### src/rtl/tfd_pkg.sv
// Shared types and constants for the typed frame deframer.
// Holds result codes, frame type codes, register indexes and port structs.
// No dependencies; imported by every other file of the block.
`timescale 1ns / 1ps
`default_nettype none

package tfd_pkg;

  // Result status codes
  typedef enum logic [2:0] {
    ST_HUNT_DROP = 3'd0,
    ST_START     = 3'd1,
    ST_FRAME     = 3'd2,
    ST_GOOD_END  = 3'd3,
    ST_BAD_END   = 3'd4,
    ST_BAD_TYPE  = 3'd5,
    ST_BAD_LEN   = 3'd6
  } status_e;

  // Configuration register indexes (byte address = 4 * index)
  typedef enum logic [2:0] {
    REG_START_FIRST  = 3'd0,
    REG_START_SECOND = 3'd1,
    REG_END_FIRST    = 3'd2,
    REG_END_SECOND   = 3'd3,
    REG_MAX_FRAME    = 3'd4,
    REG_MAX_RESP     = 3'd5,
    REG_MAX_CHUNK    = 3'd6
  } reg_idx_e;

  localparam int unsigned AddrW  = 5;
  localparam int unsigned DataW  = 32;
  localparam int unsigned LenW   = 11;
  localparam int unsigned OfsW   = 10;

  // Frame type codes
  localparam logic [7:0] TYPE_RESPONSE = 8'h11;
  localparam logic [7:0] TYPE_MANIFEST = 8'h12;
  localparam logic [7:0] TYPE_CHUNK    = 8'h13;
  localparam logic [7:0] TYPE_BEACON   = 8'h14;

  // Fixed body sizes and per-type overheads
  localparam logic [15:0] MANIFEST_BODY = 16'd27;
  localparam logic [15:0] BEACON_BODY   = 16'd17;
  localparam logic [2:0]  RESP_OVERHEAD  = 3'd4;
  localparam logic [2:0]  CHUNK_OVERHEAD = 3'd5;
  localparam logic [2:0]  TRAILER_BYTES  = 3'd4;

  // Header offsets
  localparam logic [LenW-1:0] OFS_TYPE     = 11'd2;
  localparam logic [LenW-1:0] OFS_LEN_HIGH = 11'd4;
  localparam logic [LenW-1:0] OFS_LEN_LOW  = 11'd5;

  // Register reset values
  localparam logic [7:0]      RST_START_FIRST  = 8'd170;
  localparam logic [7:0]      RST_START_SECOND = 8'd85;
  localparam logic [7:0]      RST_END_FIRST    = 8'd13;
  localparam logic [7:0]      RST_END_SECOND   = 8'd10;
  localparam logic [LenW-1:0] RST_MAX_FRAME    = 11'd256;
  localparam logic [LenW-1:0] RST_MAX_RESP     = 11'd200;
  localparam logic [LenW-1:0] RST_MAX_CHUNK    = 11'd200;

  typedef struct packed {
    logic [7:0]      start_first;
    logic [7:0]      start_second;
    logic [7:0]      end_first;
    logic [7:0]      end_second;
    logic [LenW-1:0] max_frame;
    logic [LenW-1:0] max_resp;
    logic [LenW-1:0] max_chunk;
  } cfg_t;

  typedef struct packed {
    status_e         status;
    logic [OfsW-1:0] offset;
    logic [7:0]      kind;
    logic [LenW-1:0] total;
    logic            last;
  } res_t;

endpackage

`default_nettype wire

### src/rtl/tfd_cfg_regs.sv
// APB-style configuration register file of the typed frame deframer.
// Depends on tfd_pkg for register indexes, reset values and cfg_t.
`timescale 1ns / 1ps
`default_nettype none

module tfd_cfg_regs (
  input  wire logic                      clk_i,
  input  wire logic                      rst_ni,
  input  wire logic                      psel,
  input  wire logic                      penable,
  input  wire logic                      pwrite,
  input  wire logic [tfd_pkg::AddrW-1:0] paddr,
  input  wire logic [tfd_pkg::DataW-1:0] pwdata,
  output logic      [tfd_pkg::DataW-1:0] prdata,
  output logic                           pready,
  output tfd_pkg::cfg_t                  cfg_o
);
  import tfd_pkg::*;

  cfg_t     cfg_q, cfg_d;
  reg_idx_e idx;
  logic     wr_en;

  assign idx    = reg_idx_e'(paddr[AddrW-1:2]);
  assign wr_en  = psel & penable & pwrite;
  assign pready = 1'b1;
  assign cfg_o  = cfg_q;

  // Decode the write
  always_comb begin
    cfg_d = cfg_q;
    if (wr_en) begin
      unique case (idx)
        REG_START_FIRST:  cfg_d.start_first  = pwdata[7:0];
        REG_START_SECOND: cfg_d.start_second = pwdata[7:0];
        REG_END_FIRST:    cfg_d.end_first    = pwdata[7:0];
        REG_END_SECOND:   cfg_d.end_second   = pwdata[7:0];
        REG_MAX_FRAME:    cfg_d.max_frame    = pwdata[LenW-1:0];
        REG_MAX_RESP:     cfg_d.max_resp     = pwdata[LenW-1:0];
        REG_MAX_CHUNK:    cfg_d.max_chunk    = pwdata[LenW-1:0];
        default:          cfg_d = cfg_q;
      endcase
    end
  end

  // Hold the registers
  always_ff @(posedge clk_i or negedge rst_ni) begin
    if (!rst_ni) begin
      cfg_q.start_first  <= RST_START_FIRST;
      cfg_q.start_second <= RST_START_SECOND;
      cfg_q.end_first    <= RST_END_FIRST;
      cfg_q.end_second   <= RST_END_SECOND;
      cfg_q.max_frame    <= RST_MAX_FRAME;
      cfg_q.max_resp     <= RST_MAX_RESP;
      cfg_q.max_chunk    <= RST_MAX_CHUNK;
    end else begin
      cfg_q <= cfg_d;
    end
  end

  // Read back
  always_comb begin
    unique case (idx)
      REG_START_FIRST:  prdata = DataW'(cfg_q.start_first);
      REG_START_SECOND: prdata = DataW'(cfg_q.start_second);
      REG_END_FIRST:    prdata = DataW'(cfg_q.end_first);
      REG_END_SECOND:   prdata = DataW'(cfg_q.end_second);
      REG_MAX_FRAME:    prdata = DataW'(cfg_q.max_frame);
      REG_MAX_RESP:     prdata = DataW'(cfg_q.max_resp);
      REG_MAX_CHUNK:    prdata = DataW'(cfg_q.max_chunk);
      default:          prdata = '0;
    endcase
  end

endmodule

`default_nettype wire

### src/rtl/tfd_frame_core.sv
// Frame tracking state and the per-word decode of the typed frame deframer.
// Depends on tfd_pkg for status codes, frame types, cfg_t and res_t.
`timescale 1ns / 1ps
`default_nettype none

module tfd_frame_core #(
  parameter int unsigned HEADER_BYTES = 6,
  parameter int unsigned BUFFER_BYTES = 1024
) (
  input  wire logic          clk_i,
  input  wire logic          rst_ni,
  input  wire tfd_pkg::cfg_t cfg_i,
  input  wire logic          step_i,
  input  wire logic [7:0]    byte_i,
  output tfd_pkg::res_t      res_o
);
  import tfd_pkg::*;

  // Wide enough for a 16-bit body plus header, overhead and trailer,
  // and for the buffer size itself
  localparam int unsigned ExpMax = 65535 + HEADER_BYTES + 9;
  localparam int unsigned ExpW   = $clog2((ExpMax > BUFFER_BYTES ? ExpMax : BUFFER_BYTES) + 1);

  logic [LenW-1:0] rx_count_q, rx_count_d;
  logic            in_frame_q, in_frame_d;
  logic [7:0]      type_q, type_d;
  logic [7:0]      len_high_q, len_high_d;
  logic [7:0]      len_low_q, len_low_d;
  logic [7:0]      prev_q, prev_d;

  logic [LenW-1:0] count;
  logic [7:0]      cap_type, cap_high, cap_low;
  logic [15:0]     len;
  logic [15:0]     body;
  logic [2:0]      overhead;
  logic            known, bad_len, exp_ok;
  logic [ExpW-1:0] expected;

  // Capture header fields, including the one arriving this word
  assign count    = rx_count_q + LenW'(1);
  assign cap_type = (in_frame_q && rx_count_q == OFS_TYPE)     ? byte_i : type_q;
  assign cap_high = (in_frame_q && rx_count_q == OFS_LEN_HIGH) ? byte_i : len_high_q;
  assign cap_low  = (in_frame_q && rx_count_q == OFS_LEN_LOW)  ? byte_i : len_low_q;
  assign len      = {cap_high, cap_low};

  // Work out body size and bounds from the type
  always_comb begin
    known    = 1'b1;
    bad_len  = 1'b0;
    body     = '0;
    overhead = '0;
    case (cap_type)
      TYPE_RESPONSE: begin
        body     = len;
        overhead = RESP_OVERHEAD;
        bad_len  = len > 16'(cfg_i.max_resp);
      end
      TYPE_MANIFEST: body = MANIFEST_BODY;
      TYPE_CHUNK: begin
        body     = len;
        overhead = CHUNK_OVERHEAD;
        bad_len  = len > 16'(cfg_i.max_chunk);
      end
      TYPE_BEACON: body = BEACON_BODY;
      default: known = 1'b0;
    endcase
  end

  assign expected = ExpW'(HEADER_BYTES) + ExpW'(overhead) + ExpW'(body)
                  + ExpW'(TRAILER_BYTES);
  assign exp_ok   = (expected <= ExpW'(cfg_i.max_frame)) &&
                    (expected <= ExpW'(BUFFER_BYTES));

  // Decode one word
  always_comb begin
    rx_count_d = rx_count_q;
    in_frame_d = in_frame_q;
    type_d     = type_q;
    len_high_d = len_high_q;
    len_low_d  = len_low_q;
    prev_d     = prev_q;
    res_o      = '{status: ST_HUNT_DROP, offset: '0, kind: '0, total: '0, last: 1'b0};

    if (!in_frame_q) begin
      // Hunt for the start marker, no resync on a mismatch
      if (rx_count_q == '0 && byte_i == cfg_i.start_first) begin
        res_o.status = ST_START;
        rx_count_d   = LenW'(1);
      end else if (rx_count_q == LenW'(1) && byte_i == cfg_i.start_second) begin
        res_o.status = ST_START;
        res_o.offset = OfsW'(1);
        rx_count_d   = LenW'(2);
        in_frame_d   = 1'b1;
      end else begin
        rx_count_d = '0;
      end
    end else begin
      res_o.offset = rx_count_q[OfsW-1:0];
      res_o.status = ST_FRAME;
      type_d       = cap_type;
      len_high_d   = cap_high;
      len_low_d    = cap_low;
      rx_count_d   = count;

      if (count >= LenW'(HEADER_BYTES)) begin
        res_o.kind = cap_type;
        if (!known) begin
          res_o.status = ST_BAD_TYPE;
          res_o.last   = 1'b1;
        end else if (bad_len || !exp_ok) begin
          res_o.status = ST_BAD_LEN;
          res_o.last   = 1'b1;
        end else begin
          res_o.total = expected[LenW-1:0];
          if (ExpW'(count) >= expected) begin
            res_o.status = (prev_q == cfg_i.end_first && byte_i == cfg_i.end_second)
                         ? ST_GOOD_END : ST_BAD_END;
            res_o.last   = 1'b1;
          end
        end
      end

      // Drop the frame on its last word, else remember this byte
      if (res_o.last) begin
        rx_count_d = '0;
        in_frame_d = 1'b0;
        type_d     = '0;
        len_high_d = '0;
        len_low_d  = '0;
        prev_d     = '0;
      end else begin
        prev_d = byte_i;
      end
    end
  end

  // Advance the frame state once per word
  always_ff @(posedge clk_i or negedge rst_ni) begin
    if (!rst_ni) begin
      rx_count_q <= '0;
      in_frame_q <= 1'b0;
      type_q     <= '0;
      len_high_q <= '0;
      len_low_q  <= '0;
      prev_q     <= '0;
    end else if (step_i) begin
      rx_count_q <= rx_count_d;
      in_frame_q <= in_frame_d;
      type_q     <= type_d;
      len_high_q <= len_high_d;
      len_low_q  <= len_low_d;
      prev_q     <= prev_d;
    end
  end

endmodule

`default_nettype wire

### src/rtl/typed_frame_deframer_core.sv
// Channel    | Handshake               | Payload
// -----------+-------------------------+---------------------------------------------
// rx in      | in_valid_i / in_ready_o | rx_byte_i
// result out | out_valid_o/out_ready_i | status_o echo_byte_o byte_offset_o
//            |                         | kind_code_o total_length_o frame_last_o
// config     | psel penable pwrite     | paddr pwdata prdata pready
//
// One word per cycle sustained while out_ready_i is high; a word passes the input
// register, then the result register, and its result is taken when out_ready_i is high.
// A word sits in the input register, is decoded against the frame state in
// one pass and lands in the result register while the state advances.
// A stalled result holds the input register; a new word is taken whenever the
// input register is empty or moves on in the same cycle.
// Reset clears the frame state to hunting and loads the default markers/bounds.
// Top level of the typed frame deframer; depends on tfd_pkg, tfd_cfg_regs
// and tfd_frame_core.
`timescale 1ns / 1ps
`default_nettype none

module typed_frame_deframer_core #(
  parameter int unsigned HEADER_BYTES = 6,
  parameter int unsigned BUFFER_BYTES = 1024
) (
  input  wire logic                      clk_i,
  input  wire logic                      rst_ni,
  input  wire logic                      in_valid_i,
  output logic                           in_ready_o,
  input  wire logic [7:0]                rx_byte_i,
  output logic                           out_valid_o,
  input  wire logic                      out_ready_i,
  output logic [2:0]                     status_o,
  output logic [7:0]                     echo_byte_o,
  output logic [tfd_pkg::OfsW-1:0]       byte_offset_o,
  output logic [7:0]                     kind_code_o,
  output logic [tfd_pkg::LenW-1:0]       total_length_o,
  output logic                           frame_last_o,
  input  wire logic                      psel,
  input  wire logic                      penable,
  input  wire logic                      pwrite,
  input  wire logic [tfd_pkg::AddrW-1:0] paddr,
  input  wire logic [tfd_pkg::DataW-1:0] pwdata,
  output logic      [tfd_pkg::DataW-1:0] prdata,
  output logic                           pready
);
  import tfd_pkg::*;

  cfg_t       cfg;
  res_t       res;
  logic       step;

  logic       s1_valid_q, s1_valid_d;
  logic [7:0] s1_byte_q;

  logic       out_valid_q, out_valid_d;
  res_t       out_res_q;
  logic [7:0] out_byte_q;

  tfd_cfg_regs u_cfg (
    .clk_i   (clk_i),
    .rst_ni  (rst_ni),
    .psel    (psel),
    .penable (penable),
    .pwrite  (pwrite),
    .paddr   (paddr),
    .pwdata  (pwdata),
    .prdata  (prdata),
    .pready  (pready),
    .cfg_o   (cfg)
  );

  tfd_frame_core #(
    .HEADER_BYTES (HEADER_BYTES),
    .BUFFER_BYTES (BUFFER_BYTES)
  ) u_core (
    .clk_i  (clk_i),
    .rst_ni (rst_ni),
    .cfg_i  (cfg),
    .step_i (step),
    .byte_i (s1_byte_q),
    .res_o  (res)
  );

  // Move a word into the result register when it is free or being drained
  assign step       = s1_valid_q && (!out_valid_q || out_ready_i);
  assign in_ready_o = !s1_valid_q || step;

  assign s1_valid_d  = (in_valid_i && in_ready_o) || (s1_valid_q && !step);
  assign out_valid_d = step || (out_valid_q && !out_ready_i);

  // Hold the valid flags
  always_ff @(posedge clk_i or negedge rst_ni) begin
    if (!rst_ni) begin
      s1_valid_q  <= 1'b0;
      out_valid_q <= 1'b0;
    end else begin
      s1_valid_q  <= s1_valid_d;
      out_valid_q <= out_valid_d;
    end
  end

  // Load the payload registers
  always_ff @(posedge clk_i) begin
    if (in_valid_i && in_ready_o) begin
      s1_byte_q <= rx_byte_i;
    end
    if (step) begin
      out_res_q  <= res;
      out_byte_q <= s1_byte_q;
    end
  end

  assign out_valid_o    = out_valid_q;
  assign status_o       = out_res_q.status;
  assign echo_byte_o    = out_byte_q;
  assign byte_offset_o  = out_res_q.offset;
  assign kind_code_o    = out_res_q.kind;
  assign total_length_o = out_res_q.total;
  assign frame_last_o   = out_res_q.last;

  // An empty result register must never block the input
  a_ready_when_empty: assert property (@(posedge clk_i) disable iff (!rst_ni)
    !out_valid_q |-> in_ready_o)
    else $error("input stalled with empty result register");

  // A stalled word stays in the input register unchanged
  a_s1_hold: assert property (@(posedge clk_i) disable iff (!rst_ni)
    (s1_valid_q && !step) |=> (s1_valid_q && $stable(s1_byte_q)))
    else $error("input register lost a stalled word");

  // Only end and discard codes close a frame
  a_last_codes: assert property (@(posedge clk_i) disable iff (!rst_ni)
    (out_valid_q && frame_last_o) |->
      (status_o == ST_GOOD_END || status_o == ST_BAD_END ||
       status_o == ST_BAD_TYPE || status_o == ST_BAD_LEN))
    else $error("frame_last with a non-terminal status");

  // A hunting drop carries no frame information
  a_drop_clean: assert property (@(posedge clk_i) disable iff (!rst_ni)
    (out_valid_q && status_o == ST_HUNT_DROP) |->
      (byte_offset_o == '0 && kind_code_o == '0 && total_length_o == '0 &&
       !frame_last_o))
    else $error("hunting drop with frame fields set");

endmodule

`default_nettype wire
### config.mk
export PLATFORM = sky130hd
export DESIGN_NAME = typed_frame_deframer_core
export DESIGN_NICKNAME = d
export VERILOG_FILES = /design/src/rtl/tfd_pkg.sv /design/src/rtl/tfd_cfg_regs.sv /design/src/rtl/tfd_frame_core.sv /design/src/rtl/typed_frame_deframer_core.sv
export SDC_FILE = /design/constraint.sdc
export NUM_CORES = 1
export LEC_CHECK = 0
export BUFFER_PORTS_ARGS = -buffer_cell sky130_fd_sc_hd__buf_2
export CAP_MARGIN = 0
export CORE_ASPECT_RATIO = 0.6
export CORE_MARGIN = 2
export CORE_UTILIZATION = 59
export DETAILED_ROUTE_END_ITERATION = 10
export PLACE_DENSITY = 0.81
export SETUP_SLACK_MARGIN = 0.3
export SLEW_MARGIN = 5
export SYNTH_ARGS = -nofsm -noshare
export SYNTH_HDL_FRONTEND = slang
export SYNTH_SLANG_ARGS = --single-unit
### constraint.sdc
create_clock -name clk_i -period 6.9 [get_ports clk_i]
set_input_delay 1.035 -clock clk_i [delete_from_list [all_inputs] [get_ports clk_i]]
set_output_delay 1.035 -clock clk_i [all_outputs]
set_load 0.02 [all_outputs]
==> impl_metrics.ini, run 1 <==
[outcome]
status = finished, final reports clean

[logic_synthesis]
synth_top_family_by_area = simple AND/OR/NAND/NOR gates
synthSimpleGateAreaFrac = 0.142
synth_compound_area_frac = 0.134
syn_area_per_cell_um2 = 9.88
synth_xor_area_frac = 0.0432
synth.area.mux_share = 0.0956
synth-async-reset-ratio = 0.694
synth.distinct_cells = 67
yosys_most_used_dff = dfrtp_1
yosysWarnings = 0
synth-seq-area-share = 0.448
synth_edf_count = 49
synthCells = 965
post_synth_instance_area_um2 = 9540
ys_ff_latch = 160
synthAdderAreaFrac = 0.0727

[setup_path]
slowest_stage = or4_4
startpoint = u_core.rx_count_q[6]
crit_type = reg -> reg
max_stage_delay_ns = 0.56
timing.rr.end = u_core.len_low_q[2]
cp_data_required_time_ns = 7.26
endpoint_kind = flop
critPathLaunchType = flop
arrival_ns = 6.99
crit_top_cell = buf_4
worstReg2RegStart = u_core.rx_count_q[6]
r2r_setup_slack_ns = 0.27
endpoint = u_core.len_low_q[2]
rr_worst_depth = 27
path_max_fanout = 6

[pwr]
peakVddDrop_mv = 0.148
p_leak_uw = 0.00514
power_uw = 2560
powerDensity_nw_per_um2 = 226

[floorplan]
die_h_um = 102
io_pins = 128
dieWidth_um = 168
start_util = 0.612
fp-row-count = 35
coreArea_um2 = 15600
die_area_um2 = 17200

[timing]
slew_viol_final = 0
fin_skew_ns = 0.0112
max-slew-margin-rel = 0.159
hold_violations = 0
worst_slew_pin_slew_ns = 1.26
fin_crit_ns = 6.63
grt_setup_unrepaired = true
setup_viol = 0
post-route-period-util = 0.961
fmax_mhz = 151
whs_ns = 0.510
setup_ws_ns = 0.271

[global_route]
grt_overflow = 0
grt_pass1_wl_mm = 42.9
grt_pass1_vias = 7632
grt_max_degree = 76
antenna_found_initial = 0
gr-usage-all-layers = 0.329

[clock_tree]
cts_root_buffer = clkbuf_16
clock_latency_ns = 0.44
cts_num_sinks = 160
cts.hold.buffers_added = 0
cts-htree-levels = 4
cts_tree = yes
cts_buffers = 17
cts.clk_slew.worst_paths_ns = 0.07
clock_path_buffers = 2

[finish]
mostFrequentLayoutCells = dfrtp_1, nand2_1, buf_2
drive_above_1_share = 0.278
final_common_cell = dfrtp_1
utilization = 0.725
layout.nets = 1188
area_growth_pct = 18.5

[place]
dp_slack_ns = -0.136
io_buffers = 82
detailed_place_hpwl_mm = 19.4
gp_congestion = 1.05

[routing]
drtIter0Drc = 1035
dr.pass1.iters = 6
via_per_inst = 6.32
num_vias = 8213
wirelength_mm = 28.0
drc = 0
ant_nets = 0
wire_per_inst_um = 21.5

[job]
maxCapViolCount = 0

[worst_hold_path]
hold_path.class = reg -> reg
-- power by group --
group	internal, µW	switching [µW]	leakage [µW]	total [µW]
registers	1100	80.0	0.00186	1180
logic	171	273	0.00299	444
clock network	483	449	0.000281	931
total	1750	802	0.00514	2560
-- cell usage after synthesis, types with 8 or more instances --
cell type / n / area share
a31oi_1: 12 / 0.0079
a21oi_1: 40 / 0.021
a22o_1: 13 / 0.012
nand2_1: 88 / 0.035
edfxtp_1: 49 / 0.15
nor4_1: 9 / 0.0059
o21ai_1: 11 / 0.0058
inv_1: 67 / 0.026
buf_4: 24 / 0.019
nand3_1: 22 / 0.012
xnor2_1: 24 / 0.022
clkbuf_1: 34 / 0.013
ha_1: 53 / 0.070
mux2_2: 43 / 0.051
dfstp_2: 20 / 0.055
and3_1: 8 / 0.0052
mux2i_1: 36 / 0.038
a211oi_1: 8 / 0.0063
xor2_1: 23 / 0.021
nor2_1: 66 / 0.026
dfrtp_1: 91 / 0.24
nor3_1: 21 / 0.011
and2_1: 10 / 0.0066
nand4_1: 17 / 0.011
o21ai_0: 69 / 0.036
-- worst max-delay path, delay by kind of cell, from the launching register on --
kind / cells / cell delay [ns]
compound gates: 10 / 2.15
xor+xnor: 1 / 0.15
fa+ha+maj: 2 / 0.45
buf+inv: 5 / 0.73
flops: 1 / 0.43
mux: 1 / 0.28
simple gates: 8 / 2.33
-- worst min path at each step --
stage / endpoint / depth (start not counted) / slack (ns) / startpoint
6_report: out_valid_o / 1 / 0.51 / s1_valid_q
5_1_grt: u_core.len_low_q[3] / 2 / 0.53 / u_core.len_low_q[3]
4_1_cts: u_core.len_low_q[0] / 2 / 0.51 / u_core.len_low_q[0]
3_5_place_dp: u_core.len_low_q[4] / 2 / 0.48 / u_core.len_low_q[4]
3_3_place_gp: u_core.len_low_q[4] / 2 / 0.47 / u_core.len_low_q[4]
2_1_floorplan: echo_byte_o[4] / 0 / 0.42 / s1_byte_q[4]
-- state kept, by name (all words and copies together) (netlist names), 3 cells and up --
name,count
u_cfg.cfg_o,65
total_length_o,11
u_core.rx_count_q,11
byte_offset_o,10
echo_byte_o,8
kind_code_o,8
s1_byte_q,8
u_core.len_high_q,8
u_core.len_low_q,8
u_core.prev_q,8
u_core.type_q,8
status_o,3
-- metal layers --
| layer | global-route usage | wire length (µm) |
|---|---|---|
| met5 | 0.0190 | 45 |
| met4 | 0.0855 | 439 |
| met3 | 0.106 | 3710 |
| met2 | 0.472 | 11700 |
| met1 | 0.482 | 12100 |
-- per-stage QoR --
step	TNS, ns	instance area, µm²	cells
after floorplan	0	9610	985
after global placement	-0.250	10300	1248
after detailed placement	-2.70	10300	1248
after CTS	0	11000	1285
after global routing	0	11300	1298
final	0	11300	1299
-- layout make-up --
cell class | count | area, µm²
Fill cell | 1102 | 4290
Clock buffer | 18 | 429
Timing Repair Buffer | 145 | 923
Inverter | 69 | 260
Sequential cell | 160 | 4280
Clock inverter | 14 | 145
Antenna cell | 1 | 2.50
Multi-Input combinational cell | 689 | 5010
Tap cell | 203 | 254
-- logic make-up (layout without fill, tap and decap cells) --
kind of cell	count (synthesis)	after routing
flip-flops	160	160
other	2	23
AO/OA/AOI/OAI	203	203
AND/OR/NAND/NOR	280	280
multiplexers	82	82
adder cells (fa/ha/maj)	55	55
buffers and inverters	136	246
XOR/XNOR	47	47
-- timing repair --
action,in CTS,in global routing
hold endpoints to repair,0,0
pin swaps,6,25
endpoints found under the setup margin,59,59
buffers inserted,5,12
gates cloned,0,1
gates resized for setup,12,56
No activity file was read; power rests on OpenSTA's default activity.
==> run 2: changes to the inputs <==
Settings changed: CORE_UTILIZATION 59 to 63, PLACE_DENSITY 0.81 to 0.86.
Clock period 6.9 ns to 8.01 ns, I/O delays scaled along.
==> run 2 against run 1 <==
Net effect:
- flip-flop and latch count is the same
- wire length shrank 3.8%
- sequential share of layout area grew 2.1 points
- die area shrank 6.2%
- clock skew grew 0.0054 ns
- combinational power shrank 16%
- largest power group unchanged
- sequential power shrank 14%
- register-to-register slack gained 0.35 ns
- core utilization grew 0.69 points
- clock-buffer cell count shrank 1
- setup slack gained 0.35 ns
==> impl_metrics.ini, run 2 (synthesis gave the netlist of run 1 again) <==
[setup_path]
timing.rr.end = u_core.rx_count_q[1]
r2r_setup_slack_ns = 0.63
rr_worst_depth = 28
critPathLaunchType = flop
worstReg2RegStart = u_core.rx_count_q[6]
arrival_ns = 7.73
max_stage_delay_ns = 0.63
path_max_fanout = 16
crit_type = reg -> reg
cp_data_required_time_ns = 8.35
slowest_stage = or4_4
crit_top_cell = ha_1
endpoint = u_core.rx_count_q[1]
startpoint = u_core.rx_count_q[6]
endpoint_kind = flop

[floorplan]
fp-row-count = 34
dieWidth_um = 163
die_area_um2 = 16200
coreArea_um2 = 14600
io_pins = 128
die_h_um = 99.3
start_util = 0.652

[routing]
drtIter0Drc = 1180
ant_nets = 0
via_per_inst = 6.39
dr.pass1.iters = 6
num_vias = 7983
wire_per_inst_um = 21.5
wirelength_mm = 26.9
drc = 0

[clock_tree]
cts-htree-levels = 4
clock_path_buffers = 2
clock_latency_ns = 0.45
cts_num_sinks = 160
cts_root_buffer = clkbuf_16
cts_tree = yes
cts_buffers = 17
cts.clk_slew.worst_paths_ns = 0.08

[global_route]
gr-usage-all-layers = 0.346
antenna_found_initial = 0
grt_overflow = 0
grt_pass1_wl_mm = 42.2
grt_max_degree = 61
grt_pass1_vias = 7598

[finish]
area_growth_pct = 12.3
largest_reg_flops = 65
num-fill-cells = 1060
mostFrequentLayoutCells = dfrtp_1, nand2_1, buf_2
final_area_um2 = 10700
final_common_cell = dfrtp_1
diodes = 0
layout.nets = 1145
drive_above_1_share = 0.208
fin_cells = 1250

[pwr]
powerDensity_nw_per_um2 = 206
peakVddDrop_mv = 0.137
p_leak_uw = 0.00490

[timing]
setup_viol = 0
whs_ns = 0.516
grt_setup_unrepaired = false
worst_slew_pin_slew_ns = 1.21
fin_crit_ns = 7.38
slew_viol_final = 0
fin_skew_ns = 0.0166
post-route-period-util = 0.922
hold_violations = 0
fmax_mhz = 135
max-slew-margin-rel = 0.188
tns_ns = 0

[place]
gp_congestion = 0.993
io_buffers = 82
placed_cells = 1218
postPlaceCellArea_um2 = 10100
detailed_place_hpwl_mm = 19.2

[worst_hold_path]
hold_path.class = reg -> reg

[job]
maxCapViolCount = 0

[outcome]
status = finished, final reports clean
[run 2: cell types whose count changed in the layout (fill, tap and decap cells not counted), sizes merged]
cell	before	now
clkbuf	19	17
diode	1	0
clkinv	7	8
buf	144	102
clkinvlp	1	0
inv	75	76
[run 2: critical path: cells and delay by family (launching register included)]
family                   cells  cell delay, ns
AO/OA/AOI/OAI                9            2.51
XOR/XNOR                     2            0.24
adder cells (fa/ha/maj)      4            0.97
buffers and inverters        3            0.43
flip-flops                   1            0.49
multiplexers                 2            0.59
AND/OR/NAND/NOR              8            2.04
[run 2: timing repair]
action | 4_1_cts | 5_1_grt
endpoints found under the setup margin | 11 | 58
buffers inserted | 0 | 0
hold buffers | 0 | 0
gates resized for setup | 1 | 8
[run 2: cell type report]
type | instances | area (µm²) | area share
clock buffer | 17 | 425 | 0.0397
clock inverter | 15 | 161 | 0.0151
inverter | 69 | 260 | 0.0243
multi-input combinational | 689 | 4780 | 0.446
sequential | 160 | 4270 | 0.399
tap | 198 | 248 | 0.0231
timing repair buffer | 102 | 563 | 0.0526
[run 2: report_power, final]
group	switching, µW	leakage (µW)	internal [µW]
Sequential	70.4	0.00187	949
Clock	396	0.000288	419
Combinational	228	0.00274	143
[run 2: worst min path at each step]
| stage | startpoint | end | slack, ns | cells past startpoint |
|---|---|---|---|---|
| after CTS | u_core.len_low_q[0] | u_core.len_low_q[0] | 0.51 | 2 |
| after global routing | u_core.len_low_q[0] | u_core.len_low_q[0] | 0.53 | 2 |
| after floorplan | s1_byte_q[4] | echo_byte_o[4] | 0.42 | 0 |
| final | s1_valid_q | out_valid_o | 0.52 | 1 |
| after global placement | u_core.len_low_q[4] | u_core.len_low_q[4] | 0.47 | 2 |
| after detailed placement | u_core.len_low_q[0] | u_core.len_low_q[0] | 0.49 | 2 |
[run 2: through the flow]
stage | util | total power [µW] | setup slack [ns]
finish | 0.732 | 2200 | 0.626
global route | 0.732 | 2280 | 0.280
CTS | 0.729 | 2190 | 0.342
detailed placement | 0.689 | 1390 | 0.296
global placement | 0.689 | 1370 | 0.504
floorplan | - | 1270 | 1.66
[run 2: metal layers]
layer | wire [µm] | track usage | part of all wire | vias up
met5 | 0 | 0 | 0 | -
met4 | 399 | 0.0776 | 0.015 | 0
met3 | 3440 | 0.109 | 0.13 | 57
met2 | 11400 | 0.491 | 0.42 | 509
met1 | 11700 | 0.520 | 0.43 | 3869
li1 | - | - | - | 3548
==> run 3: changes to the inputs <==
Clock period 8.01 ns to 8.75 ns, I/O delays scaled along.
==> run 3 against run 2 <==
Net effect:
- clock skew down 0.0038 ns
- sequential share of layout area is 0.15 points higher
- combinational power down 11%
- critical endpoint is now u_core.len_low_q[2]
- critical path type unchanged
- clock power up 1%
- sequential power shrank 8%
==> impl_metrics.ini, run 3 (synthesis gave the netlist of run 1 again) <==
[outcome]
status = finished, final reports clean

[pwr]
powerDensity_nw_per_um2 = 196
p_int_uw = 1490
peakVddDrop_mv = 0.133
p_seq_frac = 0.448
clkPwrFrac = 0.395
netSwitchingFraction = 0.289
p_comb_frac = 0.157
p_switching_uw = 606
p_leak_uw = 0.00488

[global_route]
grt_pass1_vias = 7440
grt_max_degree = 68
grt_pass1_wl_mm = 40.8
grt_overflow = 0
antenna_found_initial = 0
gr-usage-all-layers = 0.332

[job]
maxCapViolCount = 0

[finish]
fin_cells = 1241
multi_input_comb_area_um2 = 4740
seq_area_um2 = 4270
drive_above_1_share = 0.197
largest_reg_flops = 65
diodes = 0
final_common_cell = dfrtp_1
num-fill-cells = 1054
layout.nets = 1136
mostFrequentLayoutCells = dfrtp_1, nand2_1, buf_2
final_area_um2 = 10700
area_growth_pct = 11.8

[worst_hold_path]
hold_path.class = reg -> reg
min_from = u_core.len_low_q[1]

[timing]
post-route-period-util = 0.909
fmax_mhz = 126
tns_ns = 0
worst_slew_pin_slew_ns = 1.19
fin_skew_ns = 0.0128
setup_viol = 0
grt_setup_unrepaired = false
max-slew-margin-rel = 0.204
slew_viol_final = 0
hold_violations = 0
fin_crit_ns = 7.95

[clock_tree]
cts-htree-levels = 4
cts_tree = yes
clock_path_buffers = 2
cts-resized-gates = 0
post_cts.repair.setup_buffers = 0
cts_root_buffer = clkbuf_16
cts_buffers = 17
cts.clk_slew.worst_paths_ns = 0.07
cts_num_sinks = 160
cts.hold.buffers_added = 0
clock_latency_ns = 0.43

[setup_path]
path_max_fanout = 16
critPathLaunchType = flop
crit_type = reg -> reg
endpoint = u_core.len_low_q[2]
arrival_ns = 8.31
startpoint = u_core.rx_count_q[6]
worstReg2RegStart = u_core.rx_count_q[6]
endpoint_kind = flop
r2r_setup_slack_ns = 0.80
rr_worst_depth = 27
cp_data_required_time_ns = 9.11
timing.rr.end = u_core.len_low_q[2]

[routing]
wirelength_mm = 26.0
route.met2.wl_mm = 11.0
ant_nets = 0
drtIter0Drc = 997
num_vias = 7856
dr.pass1.iters = 6
wire_per_inst_um = 20.9
top_layer = met4
drc = 0
wl_met1_mm = 11.2
via_per_inst = 6.33
route.met3.wl_mm = 3.40

[floorplan]
die_area_um2 = 16200
start_util = 0.652
io_pins = 128
die_h_um = 99.3
coreArea_um2 = 14600
dieWidth_um = 163
fp-row-count = 34

[place]
gp_congestion = 1.03
detailed_place_hpwl_mm = 18.5
io_buffers = 82
placed_cells = 1209
postPlaceCellArea_um2 = 10000
==> run 3: final cells by class <==
class                           count  share of cell area
Clock buffer                       18              0.0402
Timing Repair Buffer               93              0.0465
Multi-Input combinational cell    689               0.444
Sequential cell                   160               0.401
Inverter                           69              0.0244
Tap cell                          198              0.0232
Clock inverter                     14              0.0205
==> run 3: power groups by stage <==
stage          logic (µW)  clock network, µW  registers, µW
6_report              329                826            938
3_5_place_dp          320                  0            949
3_3_place_gp          310                  0            944
2_1_floorplan         221                  0            938
5_1_grt               362                863            947
4_1_cts               326                830            936
==> run 3: worst max-delay path, cell delays in order, from the launching register on <==
cell,delay [ns]
dfrtp_1,0.49
or4_4,0.63
nor4_4,0.29
buf_4,0.30
mux2i_1,0.55
nand2_1,0.14
xnor2_1,0.16
nand2b_1,0.21
a21oi_1,0.24
ha_1,0.19
ha_1,0.16
inv_1,0.06
fa_1,0.41
nand2b_1,0.21
a21oi_1,0.40
and3_1,0.24
or2_2,0.15
inv_1,0.05
ha_1,0.18
or3_1,0.34
a2111oi_0,0.42
o221ai_1,0.26
a31oi_1,0.23
o2111ai_1,0.16
a211o_1,0.40
o21bai_4,0.27
and2_1,0.49
a22o_1,0.21
==> run 3: worst min path at each step <==
stage	to	slack (ns)	depth (start not counted)
6_report	u_core.len_low_q[1]	0.51	2
4_1_cts	u_core.len_low_q[1]	0.51	2
3_5_place_dp	u_core.len_low_q[1]	0.49	2
3_3_place_gp	u_core.len_low_q[4]	0.47	2
5_1_grt	u_core.len_low_q[4]	0.53	2
2_1_floorplan	echo_byte_o[4]	0.42	0
==> run 3: layer usage <==
metal  GRT usage  up-vias
met5           0        -
met4      0.0769        0
met3       0.110       47
met2       0.473      485
met1       0.494     3798
li1            -     3526
==> run 3: metrics by stage <==
step | hold slack (ns) | power, µW | util | setup WS (ns)
floorplan | 0.421 | 1160 | - | 2.40
global placement | 0.470 | 1250 | 0.685 | 1.23
detailed placement | 0.495 | 1270 | 0.685 | 1.14
CTS | 0.512 | 2090 | 0.729 | 1.01
global route | 0.534 | 2170 | 0.729 | 0.377
finish | 0.510 | 2090 | 0.729 | 0.798
